===== config.mk =====
export PLATFORM = sky130hd
export DESIGN_NAME = gmk_front
export DESIGN_NICKNAME = d
export VERILOG_FILES = /design/src/sv/gmk_pkg.sv /design/src/sv/gmk_front.sv
export SDC_FILE = /design/constraint.sdc
export NUM_CORES = 1
export LEC_CHECK = 0
export BUFFER_PORTS_ARGS = -buffer_cell sky130_fd_sc_hd__buf_4
export CAP_MARGIN = 20
export CORE_AREA = 2 2 60 62
export DETAILED_ROUTE_END_ITERATION = 10
export DIE_AREA = 0 0 62 64
export PLACE_DENSITY_LB_ADDON = 0.25
export SKIP_LAST_GASP = 1
export SLEW_MARGIN = 15
export SYNTH_ARGS = -nofsm -noshare
export SYNTH_HDL_FRONTEND = slang
export SYNTH_SLANG_ARGS = --single-unit

===== constraint.sdc =====
create_clock -name vclk -period 0.8
set_input_delay 0 -clock vclk [all_inputs]
set_output_delay 0 -clock vclk [all_outputs]
set_load 0.01 [all_outputs]

===== src/sv/gmk_pkg.sv =====
// gmk_pkg: shared types and constants for the glyph metrics / kerning unit.
// Holds the beat structs, command and status codes, and the divide-by-100 reciprocal.
// No dependencies.
package gmk_pkg;

    // default sizes handed to the top-level parameters
    localparam int GMK_GLYPH_ENTRIES = 256;
    localparam int GMK_KERN_ENTRIES  = 256;
    localparam int GMK_PAGE_LIMIT    = 16;

    // first glyph code held in the metrics store
    localparam logic [15:0] GMK_GLYPH_BASE = 16'h0020;

    // command queue between the front and the back
    localparam int GMK_QUEUE_DEPTH = 2;

    // floor(p / 100) == (p * GMK_DIV100_MULT) >> GMK_DIV100_SHIFT for p < 2^30
    localparam int          GMK_PROD_W       = 26;
    localparam int          GMK_QUOT_W       = 2 * GMK_PROD_W;
    localparam logic [25:0] GMK_DIV100_MULT  = 26'd42949673;
    localparam int          GMK_DIV100_SHIFT = 32;

    localparam int GMK_CFG_IDX_W  = 2;
    localparam int GMK_CFG_DATA_W = 13;

    // configuration register indexes
    localparam logic [GMK_CFG_IDX_W-1:0] GMK_CFG_PAGE_SIZE  = 2'd0;
    localparam logic [GMK_CFG_IDX_W-1:0] GMK_CFG_ROW_HEIGHT = 2'd1;
    localparam logic [GMK_CFG_IDX_W-1:0] GMK_CFG_SPACING    = 2'd2;

    // result status codes
    localparam logic [2:0] GMK_ST_OK         = 3'd0;
    localparam logic [2:0] GMK_ST_MISSING    = 3'd1;
    localparam logic [2:0] GMK_ST_KERN_FULL  = 3'd2;
    localparam logic [2:0] GMK_ST_RANGE      = 3'd3;
    localparam logic [2:0] GMK_ST_ATLAS_FULL = 3'd4;

    typedef enum logic [1:0] {
        GMK_CMD_BEGIN   = 2'd0,
        GMK_CMD_GLYPH   = 2'd1,
        GMK_CMD_KERN    = 2'd2,
        GMK_CMD_MEASURE = 2'd3
    } t_gmk_cmd;

    typedef struct packed {
        t_gmk_cmd            cmd;
        logic [15:0]         code;
        logic [15:0]         other_code;
        logic [7:0]          advance;
        logic [7:0]          render_width;
        logic signed [7:0]   bearing;
        logic signed [15:0]  kern_value;
    } t_gmk_in;

    typedef struct packed {
        logic [18:0] width;
        logic [3:0]  atlas_page;
        logic [11:0] texel_x;
        logic [11:0] texel_y;
        logic [2:0]  status;
    } t_gmk_out;

    // classified command as it sits in the queue
    typedef struct packed {
        t_gmk_in item;
        logic    code_ok;
        logic    other_ok;
    } t_gmk_work;

    typedef struct packed {
        logic [12:0] page_size;
        logic [9:0]  row_height;
        logic [9:0]  spacing_percent;
    } t_gmk_cfg;

    // queue status seen by the front and the back
    typedef struct packed {
        logic full;
        logic empty;
    } t_gmk_qstat;

    // back-end status reported to the top
    typedef struct packed {
        logic clearing;
        logic idle;
    } t_gmk_bstat;

endpackage


===== src/sv/gmk_front.sv =====
// gmk_front: accepts command beats and classifies their glyph codes.
// Depends on gmk_pkg.
module gmk_front #(
    parameter int GLYPH_ENTRIES = gmk_pkg::GMK_GLYPH_ENTRIES
) (
    input  logic                i_start,
    input  gmk_pkg::t_gmk_in    i_item,
    input  gmk_pkg::t_gmk_qstat i_qstat,
    input  logic                i_clearing,
    output logic                o_busy,
    output logic                o_push,
    output gmk_pkg::t_gmk_work  o_work
);

    localparam logic [16:0] GLYPH_SPAN = 17'(GLYPH_ENTRIES);

    logic [15:0] code_off;
    logic [15:0] other_off;

    // code maps to a store slot when base <= code < base + entries
    assign code_off  = i_item.code - gmk_pkg::GMK_GLYPH_BASE;
    assign other_off = i_item.other_code - gmk_pkg::GMK_GLYPH_BASE;

    assign o_busy = i_qstat.full || i_clearing;
    assign o_push = i_start && !o_busy;

    always_comb begin
        o_work.item     = i_item;
        o_work.code_ok  = (i_item.code >= gmk_pkg::GMK_GLYPH_BASE)
                          && ({1'b0, code_off} < GLYPH_SPAN);
        o_work.other_ok = (i_item.other_code >= gmk_pkg::GMK_GLYPH_BASE)
                          && ({1'b0, other_off} < GLYPH_SPAN);
    end

endmodule


; Word-level counts from Yosys, hierarchy flattened
; Index checks and enable logic that the tools add are counted.
[op_classes]
n_lt_le_gt_ge = 4
addsub = 2
n_reduce_logical = 5
[ops]
columns = cell, count
row1 = $ge A16 B6 Y1 const B, 2
row2 = $lt A16 B9 Y1 const B, 2
row3 = $sub A16 B6 Y16 const B, 2
row4 = $logic_and A1 B1 Y1, 3
row5 = $logic_not A1 Y1, 1
row6 = $logic_or A1 B1 Y1, 1
[word_totals]
regBits = 0
wordCells = 11
out_inout_bits = 78

; Logic depth before layout (Yosys ltp)
[logic_depth]
depth_word = 3
ltp_mapped = 2

; Worst setup path after synthesis
; Ideal clock, no wire load.
[synth_path]
kind = input -> output
start = in i_item[48] (netlist name)
end = out o_work[0] (netlist name)
setup_slack_ps = 96
arrival_time_ps = 704
stages = 2
cell_sequence = or4_1 > and4_1
[synth_rtl]
columns = element, line_no
row1 = "start, declared", gmk_front.sv:7  ; input gmk_pkg::t_gmk_in i_item,
row2 = "end, declared", gmk_front.sv:12  ; output gmk_pkg::t_gmk_work o_work

==> out/results.txt <==
status -> complete, but fails checks
failing checks -> setup timing
Crit Path Category -> in -> out
Mapped Area -> 639 um^2
first-pass iteration count of the detailed router -> 2
drt drc -> 0
final-layout clock buffer total -> 0
Power Density -> 496 nW/um^2
uppermost layer routed -> met4
f_max -> 1.11 GHz
routed wl met3 -> 332 um
Detailed Route Iter0 Violations -> 1
pre-CTS WS -> -145 ps
DRT met1 WL -> 529 um
Critical Path AT -> 900 ps
final hold vios -> 0
slowest CP cell -> or4_1
Worst slew margin -> 82.8%
Die Wd -> 62 um
Yosys top cell area share -> 86.9%
fillers -> 381
leakage power -> 0.321 nW
unrepaired setup endpoints after global routing -> yes
Post-Route WL -> 1.71 mm
grt ovf -> 0
first-pass GRT wire length -> 2.12 mm
Non-Filler Instances -> 119
std cell rows -> 21
die height -> 64 um
initial antenna violation count -> 0
vias in the first global route -> 440
CORE AREA -> 3280 um^2
Worst-Margin Slew -> 256 ps
register area -> 0 um^2
largest cells by area after synthesis -> buf_4 (87%), and4_1 (2.7%), o31ai_1 (2.3%)
Via density -> 3.79
CP required -> 800 ps
DR WL met2 -> 752 um
critical path's most frequent cell -> buf_6
Final Max Tran Viols -> 0
critical path's largest stage delay -> 500 ps
synth warn -> 0
CP Capture Type -> output pin
Layout area overhead -> -3.91%
sequential share of the synthesized area -> 0%
CP startpoint kind -> input pin
CP max FO -> 2
CP cell instances -> buf_6 -> or4_1 -> and4_1 -> buf_6
Worst VDD drop -> 105 uV
Post-CTS Hold Buffers -> 0
Max Cap Viol -> 0
cell taking the most area after synthesis -> buf_4
Tcrit/Tclk final -> 113%
die area -> 3970 um^2
HP Class -> in -> out
worst hold stages -> 0
largest net degree at the start of global routing -> 3
Final setup viols -> 2
PortBufs -> 51
FFs & Latches -> 0
wire length per cell after detailed routing -> 14.4 um
Final HPWL DP -> 1.62 mm
synth unique cells -> 9
gr usage total -> 7.16%
multi-input gate area in the final layout -> 80.1 um^2
gp weighted congestion -> 0.720
Avg Inst Size Synth -> 7.35 um^2
Layout Nets -> 153
layout cells sized above 1 -> 83.6%
Inst Count DP -> 118
cell count after synthesis -> 87
Final ANT Viol Nets -> 0
worst setup margin -> -101 ps
# IOs -> 156
fin crit period -> 901 ps
Mapped Nets -> 165
Initial Utilization -> 19.5%
Antenna Cells -> 0
vias post-DR -> 451
==> layout make-up <==
cell class                      instances  share of cell area, %
Timing Repair Buffer                   60                   77.0
Inverter                                1                  0.611
Tap cell                               46                   9.37
Multi-Input combinational cell         12                   13.0
==> cells in the mapped netlist, drive strengths merged <==
cell / count
buf: 74
nor2: 1
inv: 1
nor4: 2
o31ai: 2
or4: 2
nor3: 2
or2: 1
and4: 2
==> where the power goes <==
group	internal (mW)	leakage (nW)	switching, mW
Clock	0	0	0
Sequential	0	0	0
Combinational	0.194	0.321	0.111
==> metal layers <==
metal,vias to the layer above,global-route usage [%]
met5,-,0
met4,0,4.26
met3,22,3.44
met2,66,12.6
met1,185,6.17
li1,178,-
==> worst paths after layout <==
check	from	end	slack, ps
setup / recovery	i_item[64]	o_work[1]	-100
hold / removal	i_item[25]	o_work[27]	0.003
==> per-stage QoR <==
step                      util, %  power, mW  setup TNS (ps)  hold slack, ps  area, um^2
after global routing         18.7      0.331            -274          0.0167         614
after detailed placement     17.8      0.302            -289          0.0686         584
final                        18.7      0.305            -196         0.00328         614
after floorplan                 -      0.397               0            87.1         639
after CTS                    18.7      0.313            -209          0.0686         614
after global placement       17.8      0.299            -252          0.0686         584
==> kinds of logic (layout without fill, tap and decap cells) <==
family,count (synthesis),in the layout,synth area share [%]
compound gates,2,2,2.35
buf+inv,75,61,87.5
simple gates,10,10,10.2
==> worst max-delay path: cells and delay by family <==
family	cells	cell delay, ps
simple gates	2	690
buf+inv	2	210
==> what timing repair did <==
action,4_1_cts,5_1_grt
endpoints found under the hold margin,0,0
setup buffers,1,0
pin swaps,2,0
endpoints found under the setup margin,2,2
resized for setup,6,0
==> layout by cell type, fill, tap and decap left out <==
master / count
inv_1: 1
or2_2: 1
o31ai_1: 2
buf_4: 54
nor3_1: 2
nor2_1: 1
buf_6: 6
nor4_1: 2
or4_1: 2
and4_1: 2
Note: power is estimated with default switching activity, not from simulation.
