### src/sv/gmk_pkg.sv
// gmk_pkg: shared types and constants for the glyph metrics / kerning unit.
// Holds the beat structs, command and status codes, and the divide-by-100 reciprocal.
// No dependencies.
package gmk_pkg;

    // default sizes handed to the top-level parameters
    localparam int GMK_GLYPH_ENTRIES = 256;
    localparam int GMK_KERN_ENTRIES  = 256;
    localparam int GMK_PAGE_LIMIT    = 16;

    // first glyph code held in the metrics store
    localparam logic [15:0] GMK_GLYPH_BASE = 16'h0020;

    // command queue between the front and the back
    localparam int GMK_QUEUE_DEPTH = 2;

    // floor(p / 100) == (p * GMK_DIV100_MULT) >> GMK_DIV100_SHIFT for p < 2^30
    localparam int          GMK_PROD_W       = 26;
    localparam int          GMK_QUOT_W       = 2 * GMK_PROD_W;
    localparam logic [25:0] GMK_DIV100_MULT  = 26'd42949673;
    localparam int          GMK_DIV100_SHIFT = 32;

    localparam int GMK_CFG_IDX_W  = 2;
    localparam int GMK_CFG_DATA_W = 13;

    // configuration register indexes
    localparam logic [GMK_CFG_IDX_W-1:0] GMK_CFG_PAGE_SIZE  = 2'd0;
    localparam logic [GMK_CFG_IDX_W-1:0] GMK_CFG_ROW_HEIGHT = 2'd1;
    localparam logic [GMK_CFG_IDX_W-1:0] GMK_CFG_SPACING    = 2'd2;

    // result status codes
    localparam logic [2:0] GMK_ST_OK         = 3'd0;
    localparam logic [2:0] GMK_ST_MISSING    = 3'd1;
    localparam logic [2:0] GMK_ST_KERN_FULL  = 3'd2;
    localparam logic [2:0] GMK_ST_RANGE      = 3'd3;
    localparam logic [2:0] GMK_ST_ATLAS_FULL = 3'd4;

    typedef enum logic [1:0] {
        GMK_CMD_BEGIN   = 2'd0,
        GMK_CMD_GLYPH   = 2'd1,
        GMK_CMD_KERN    = 2'd2,
        GMK_CMD_MEASURE = 2'd3
    } t_gmk_cmd;

    typedef struct packed {
        t_gmk_cmd            cmd;
        logic [15:0]         code;
        logic [15:0]         other_code;
        logic [7:0]          advance;
        logic [7:0]          render_width;
        logic signed [7:0]   bearing;
        logic signed [15:0]  kern_value;
    } t_gmk_in;

    typedef struct packed {
        logic [18:0] width;
        logic [3:0]  atlas_page;
        logic [11:0] texel_x;
        logic [11:0] texel_y;
        logic [2:0]  status;
    } t_gmk_out;

    // classified command as it sits in the queue
    typedef struct packed {
        t_gmk_in item;
        logic    code_ok;
        logic    other_ok;
    } t_gmk_work;

    typedef struct packed {
        logic [12:0] page_size;
        logic [9:0]  row_height;
        logic [9:0]  spacing_percent;
    } t_gmk_cfg;

    // queue status seen by the front and the back
    typedef struct packed {
        logic full;
        logic empty;
    } t_gmk_qstat;

    // back-end status reported to the top
    typedef struct packed {
        logic clearing;
        logic idle;
    } t_gmk_bstat;

endpackage

### src/sv/gmk_queue.sv
// gmk_queue: short command queue between the front and the back.
// Depends on gmk_pkg.
module gmk_queue (
    input  logic                i_clk,
    input  logic                i_rst_n,
    input  logic                i_push,
    input  gmk_pkg::t_gmk_work  i_wdata,
    input  logic                i_pop,
    output gmk_pkg::t_gmk_qstat o_qstat,
    output gmk_pkg::t_gmk_work  o_head
);

    localparam int DEPTH = gmk_pkg::GMK_QUEUE_DEPTH;
    localparam int AW    = (DEPTH > 1) ? $clog2(DEPTH) : 1;
    localparam int CW    = $clog2(DEPTH + 1);

    gmk_pkg::t_gmk_work r_slot [DEPTH];
    logic [AW-1:0] r_wr, n_wr;
    logic [AW-1:0] r_rd, n_rd;
    logic [CW-1:0] r_cnt, n_cnt;

    function automatic logic [AW-1:0] ptr_inc(input logic [AW-1:0] p);
        ptr_inc = (p == AW'(DEPTH - 1)) ? '0 : p + 1'b1;
    endfunction

    always_comb begin
        n_wr  = i_push ? ptr_inc(r_wr) : r_wr;
        n_rd  = i_pop  ? ptr_inc(r_rd) : r_rd;
        n_cnt = r_cnt;
        if (i_push && !i_pop) begin
            n_cnt = r_cnt + 1'b1;
        end else if (i_pop && !i_push) begin
            n_cnt = r_cnt - 1'b1;
        end
    end

    always_ff @(posedge i_clk) begin
        if (!i_rst_n) begin
            r_wr  <= '0;
            r_rd  <= '0;
            r_cnt <= '0;
        end else begin
            r_wr  <= n_wr;
            r_rd  <= n_rd;
            r_cnt <= n_cnt;
        end
    end

    always_ff @(posedge i_clk) begin
        if (i_push) begin
            r_slot[r_wr] <= i_wdata;
        end
    end

    assign o_head        = r_slot[r_rd];
    assign o_qstat.full  = (r_cnt == CW'(DEPTH));
    assign o_qstat.empty = (r_cnt == '0);

endmodule

### config.mk
export PLATFORM = sky130hd
export DESIGN_NAME = gmk_queue
export DESIGN_NICKNAME = d
export VERILOG_FILES = /design/src/sv/gmk_pkg.sv /design/src/sv/gmk_queue.sv
export SDC_FILE = /design/constraint.sdc
export NUM_CORES = 1
export LEC_CHECK = 0
export ABC_CLOCK_PERIOD_IN_PS = 5450
export BUFFER_PORTS_ARGS = -buffer_cell sky130_fd_sc_hd__buf_2
export CAP_MARGIN = 20
export CORE_MARGIN = 3
export CORE_UTILIZATION = 50
export CTS_CLUSTER_DIAMETER = 80
export DETAILED_ROUTE_END_ITERATION = 6
export HOLD_SLACK_MARGIN = 0.03
export PLACE_DENSITY = 0.74
export SLEW_MARGIN = 10
export SYNTH_ARGS = -nofsm -noshare
export SYNTH_HDL_FRONTEND = slang
export SYNTH_SLANG_ARGS = --single-unit
export TNS_END_PERCENT = 20
### constraint.sdc
create_clock -name i_clk -period 5.45 [get_ports i_clk]
set_input_delay 0 -clock i_clk [delete_from_list [all_inputs] [get_ports i_clk]]
set_output_delay 0 -clock i_clk [all_outputs]
set_load 0.01 [all_outputs]
== Word-level counts from Yosys, hierarchy flattened ==
Memory sizes are Yosys's and may differ from the RTL's. A register that Yosys moved wholly into a read port is not among the register bits.
Index checks and enable logic that the tools add are counted.

* $add $sub $neg: 4
* Multiply operators: 0
* Divide/modulo/power cells: 0
* $lt $le $gt $ge: 0
* Eq/ne operators: 1
* Shifts and indexed selects: 0
* Mux-type cells: 8
* Bitwise gates (word level): 0
* Reductions and logical operators: 6

{| class="wikitable"
|+ Operator list
! cell !! number
|-
| two-way mux 1 bit || 6
|-
| two-way mux 2 bit || 2
|-
| adder 1 bit, second input constant || 2
|-
| adder 2 x 1 -> 2 bit, second input constant || 1
|-
| == test 2 bit, second input constant || 1
|-
| logical AND 1 bit || 2
|-
| logical NOT 1 bit || 2
|-
| logical NOT 2 bit || 1
|-
| nonzero test 2 bit || 1
|-
| subtractor 2 x 1 -> 2 bit, second input constant || 1
|}

* Bits in registers: 4
* Latch bits: 0
* Bits in writable memories: 152
* Memory bits (read-only): 0
* Input bits: 80
* Output and inout port bits: 78
* Word-level logic and storage cells: 23
* Memories: 1

{| class="wikitable"
|+ Memory list
! memory !! depth !! bits a word !! read ports !! clocked after Yosys merged registers in !! write ports !! RTL line !! source
|-
| r_slot || 2 || 76 || 1 || 1 || 1 || gmk_queue.sv:17 || <nowiki>gmk_pkg::t_gmk_work r_slot [DEPTH];</nowiki>
|}

== Logic depth before layout (Yosys ltp) ==
* Depth in word-level cells: 4
* Depth in mapped cells: 5
* Depth with buffers taken out: 5

== Worst setup path after synthesis ==
No wires, ideal clock.

* Path kind: reg2reg
* Start point: register r_wr
* End point: memory r_slot[0][0] in the netlist's numbering, enable pin
* Library setup time: 0.521 ns
* Arrival: 3.697 ns
* Path slack: 1.233 ns
* Stages on the path, launching flop included: 2
* Cells stage by stage: dfxtp_1 nor2b_1

{| class="wikitable"
|+ RTL lines
! what !! RTL line !! source
|-
| from (decl) || gmk_queue.sv:18 || <nowiki>logic [AW-1:0] r_wr, n_wr;</nowiki>
|-
| from (signal assigned) || gmk_queue.sv:43 || <nowiki>r_wr <= n_wr;</nowiki>
|-
| to (decl) || gmk_queue.sv:17 ||
|}

Straight into the memory's write port.

==> impl_metrics.toml <==
[pwr]
p_int_mw = 2.306
switching_share_pct = 21.83
combPwrFrac_pct = 11.1
p_clk_share_pct = 40.7
power_switching_mw = 0.6439
power_leakage_nw = 3.223
ir_drop_mv = 0.2166
power_density_nw_per_um2 = 360.2
pwr-share-seq_pct = 48.2

[sta]
slew_viol_final = 0
period_share_pct = 43.84
finalCriticalPeriod_ns = 2.389
rsz0062_at_grt = "no"
tns_ns = 0
tightest_slew_ns = 1.027
hold_ws_ns = 0.3088
max_freq_ghz = 0.4185
slew_headroom_pct = 31.55
clock_skew_ns = 0.007841
final_hold_viol_count = 0
final-setup-viol-count = 0

[setup_path]
crit_type = "reg2out"
endpoint_kind = "output pin"
cp.arrival_ns = 2.39
start_kind = "flip-flop"
crit_required_ns = 5.45
path_max_fanout = 46

[drt]
wirelength_um = 11330
vias = 3244
drt-initial-drc-count = 147
dr.pass1.iters = 4
via_per_inst = 4.908
drc_errors = 0
wl_per_cell_um = 17.14
ant_nets = 0

[status]
status = "finished, final reports clean"

[synth]
ys_types = 19
synth_area_um2 = 5856
synth_commonest_cells = "152 x edfxtp_1, 40 x mux2_4, 36 x mux2_2"
synth_edf_count = 152
synth_area_leaders = "edfxtp_1 78%, mux2_4 10%, mux2_2 6.9%, dfxtp_1 1.7%, buf_6 0.77%"
syn_nets = 339
syn_inst = 258
ys.flop_type = "edfxtp_1"
synth_seq_cells = 157
synth_top_area_share_pct = 77.95
yosysMostFrequentCell = "edfxtp_1"
avgSynthCellArea_um2 = 22.70
synth_area_leader_cell = "edfxtp_1"
synth-async-reset-ratio_pct = 0
synth_warnings = 0
ys_seq_area_share_pct = 79.66

[placement]
place.gp.congestion = 0.6970
dpl.hpwl_um = 6523
portBuffers = 157

[clocking]
cts_hold_buf = 80
post_cts_buffers = 0
clkTransAtPathRegs_ns = 0.06
h-tree-depth = 4
cts_tree = "yes"
cts_resized = 0
clockRootBuffer = "clkbuf_16"
insertion_delay_ns = 0.41
cts.sinks = 157
clock_path_buffers = 2
cts_buffers = 17

[min_path]
hold_path_class = "in2reg"

[layout]
area_growth_pct = 39.83
utilization_pct = 73.59
drive_gt1_share_pct = 51.82
antenna_cells = 0
nets = 589

[global_routing]
antenna_found_initial = 0
grt_max_degree = 77
grt_pass1_vias = 3558
grt_pass1_wl_um = 17730
gr-usage-all-layers_pct = 18.21
grt-ovfl-total = 0

[floorplan]
dieArea_um2 = 13050
io_pins = 158
start_util_pct = 52.63
die_h_um = 114.2
rows = 38
coreArea_um2 = 11130
die_w_um = 114.2

[job]
cap_viol_max_count = 0
==> state kept, by name, summed over array words and instances, names as in the netlist, named ones only <==
register and cells:
r_wr 1, r_cnt 2, r_rd 1, r_slot 152
==> cells by family (layout without fill, tap and decap cells) <==
kind of cell / count (synthesis) / after routing / share of synthesized area, %
muxes: 76 / 76 / 17.18
buffers and inverters: 9 / 272 / 1.218
DFF: 157 / 157 / 79.66
and+or+nand+nor: 9 / 9 / 0.9401
xor gates and xnor gates: 3 / 3 / 0.4488
AOI/OAI and AO/OA: 3 / 3 / 0.3419
adders and majority gates: 1 / 1 / 0.2136
==> critical path, stage by stage, from the launching register on <==
cell and delay, ns:
dfxtp_4 0.68, buf_4 0.69, mux2_2 0.42, buf_2 0.15
==> path summary, 6_finish.rpt <==
path	slack, ns	cells after the start	start	end
worst max register to register	3.35	2	r_wr$_SDFFE_PN0P_	r_slot[0][69]$_DFFE_PP_
worst min-delay path	0.31	2	i_wdata[14]	r_slot[1][14]$_DFFE_PP_
worst max-delay path	3.06	3	flip-flop	o_head[12]
worst min register to register	0.51	2	r_cnt[1]$_SDFFE_PN0P_	r_cnt[1]$_SDFFE_PN0P_
==> through the flow <==
step / setup slack [ns] / power, mW / area, um2 / instances
2_1_floorplan: 1.233 / 1.618 / 5856 / 258
3_3_place_gp: 3.329 / 1.721 / 6778 / 549
3_5_place_dp: 3.293 / 1.731 / 6778 / 549
4_1_cts: 3.024 / 2.975 / 8188 / 661
5_1_grt: 2.916 / 3.063 / 8188 / 661
6_report: 3.061 / 2.950 / 8188 / 661
==> metal layers <==
metal	GRT usage, %	vias to the layer above	part of all wire, %
li1	-	1521	-
met2	30.48	138	50
met4	7.601	0	1.6
met5	0	-	0
met3	6.025	20	7.5
met1	21.72	1565	41
==> power groups by stage <==
stage | registers, mW | clock network, mW | logic (mW)
after floorplan | 1.44 | 0 | 0.181
after global placement | 1.44 | 0 | 0.277
after detailed placement | 1.45 | 0 | 0.282
after CTS | 1.42 | 1.22 | 0.329
after global routing | 1.43 | 1.28 | 0.354
final | 1.42 | 1.20 | 0.327
==> final cells by class <==
type                    count  area, um2
flip-flops and latches    157       4668
multi-input cells          92       1130
clock buffers              17      425.4
fillers                   693       2938
repair buffers            239       1602
inverters                   1      3.754
well taps                 140      175.2
clock inverters            15      183.9
==> cell usage in the layout (no fill, tap or decap), drive strengths merged, types with 2 or more instances in the layout <==
cell type    synthesis  routed
clkinvlp             0       3
clkinv               0       3
clkbuf               0      17
xor2                 2       2
mux2                76      76
inv                  1       7
bufinv               0       3
dlygate4sd3          0      80
and2                 4       4
edfxtp             152     152
buf                  8     159
nor2b                2       2
dfxtp                5       5
No activity file was read; power rests on OpenSTA's default activity.
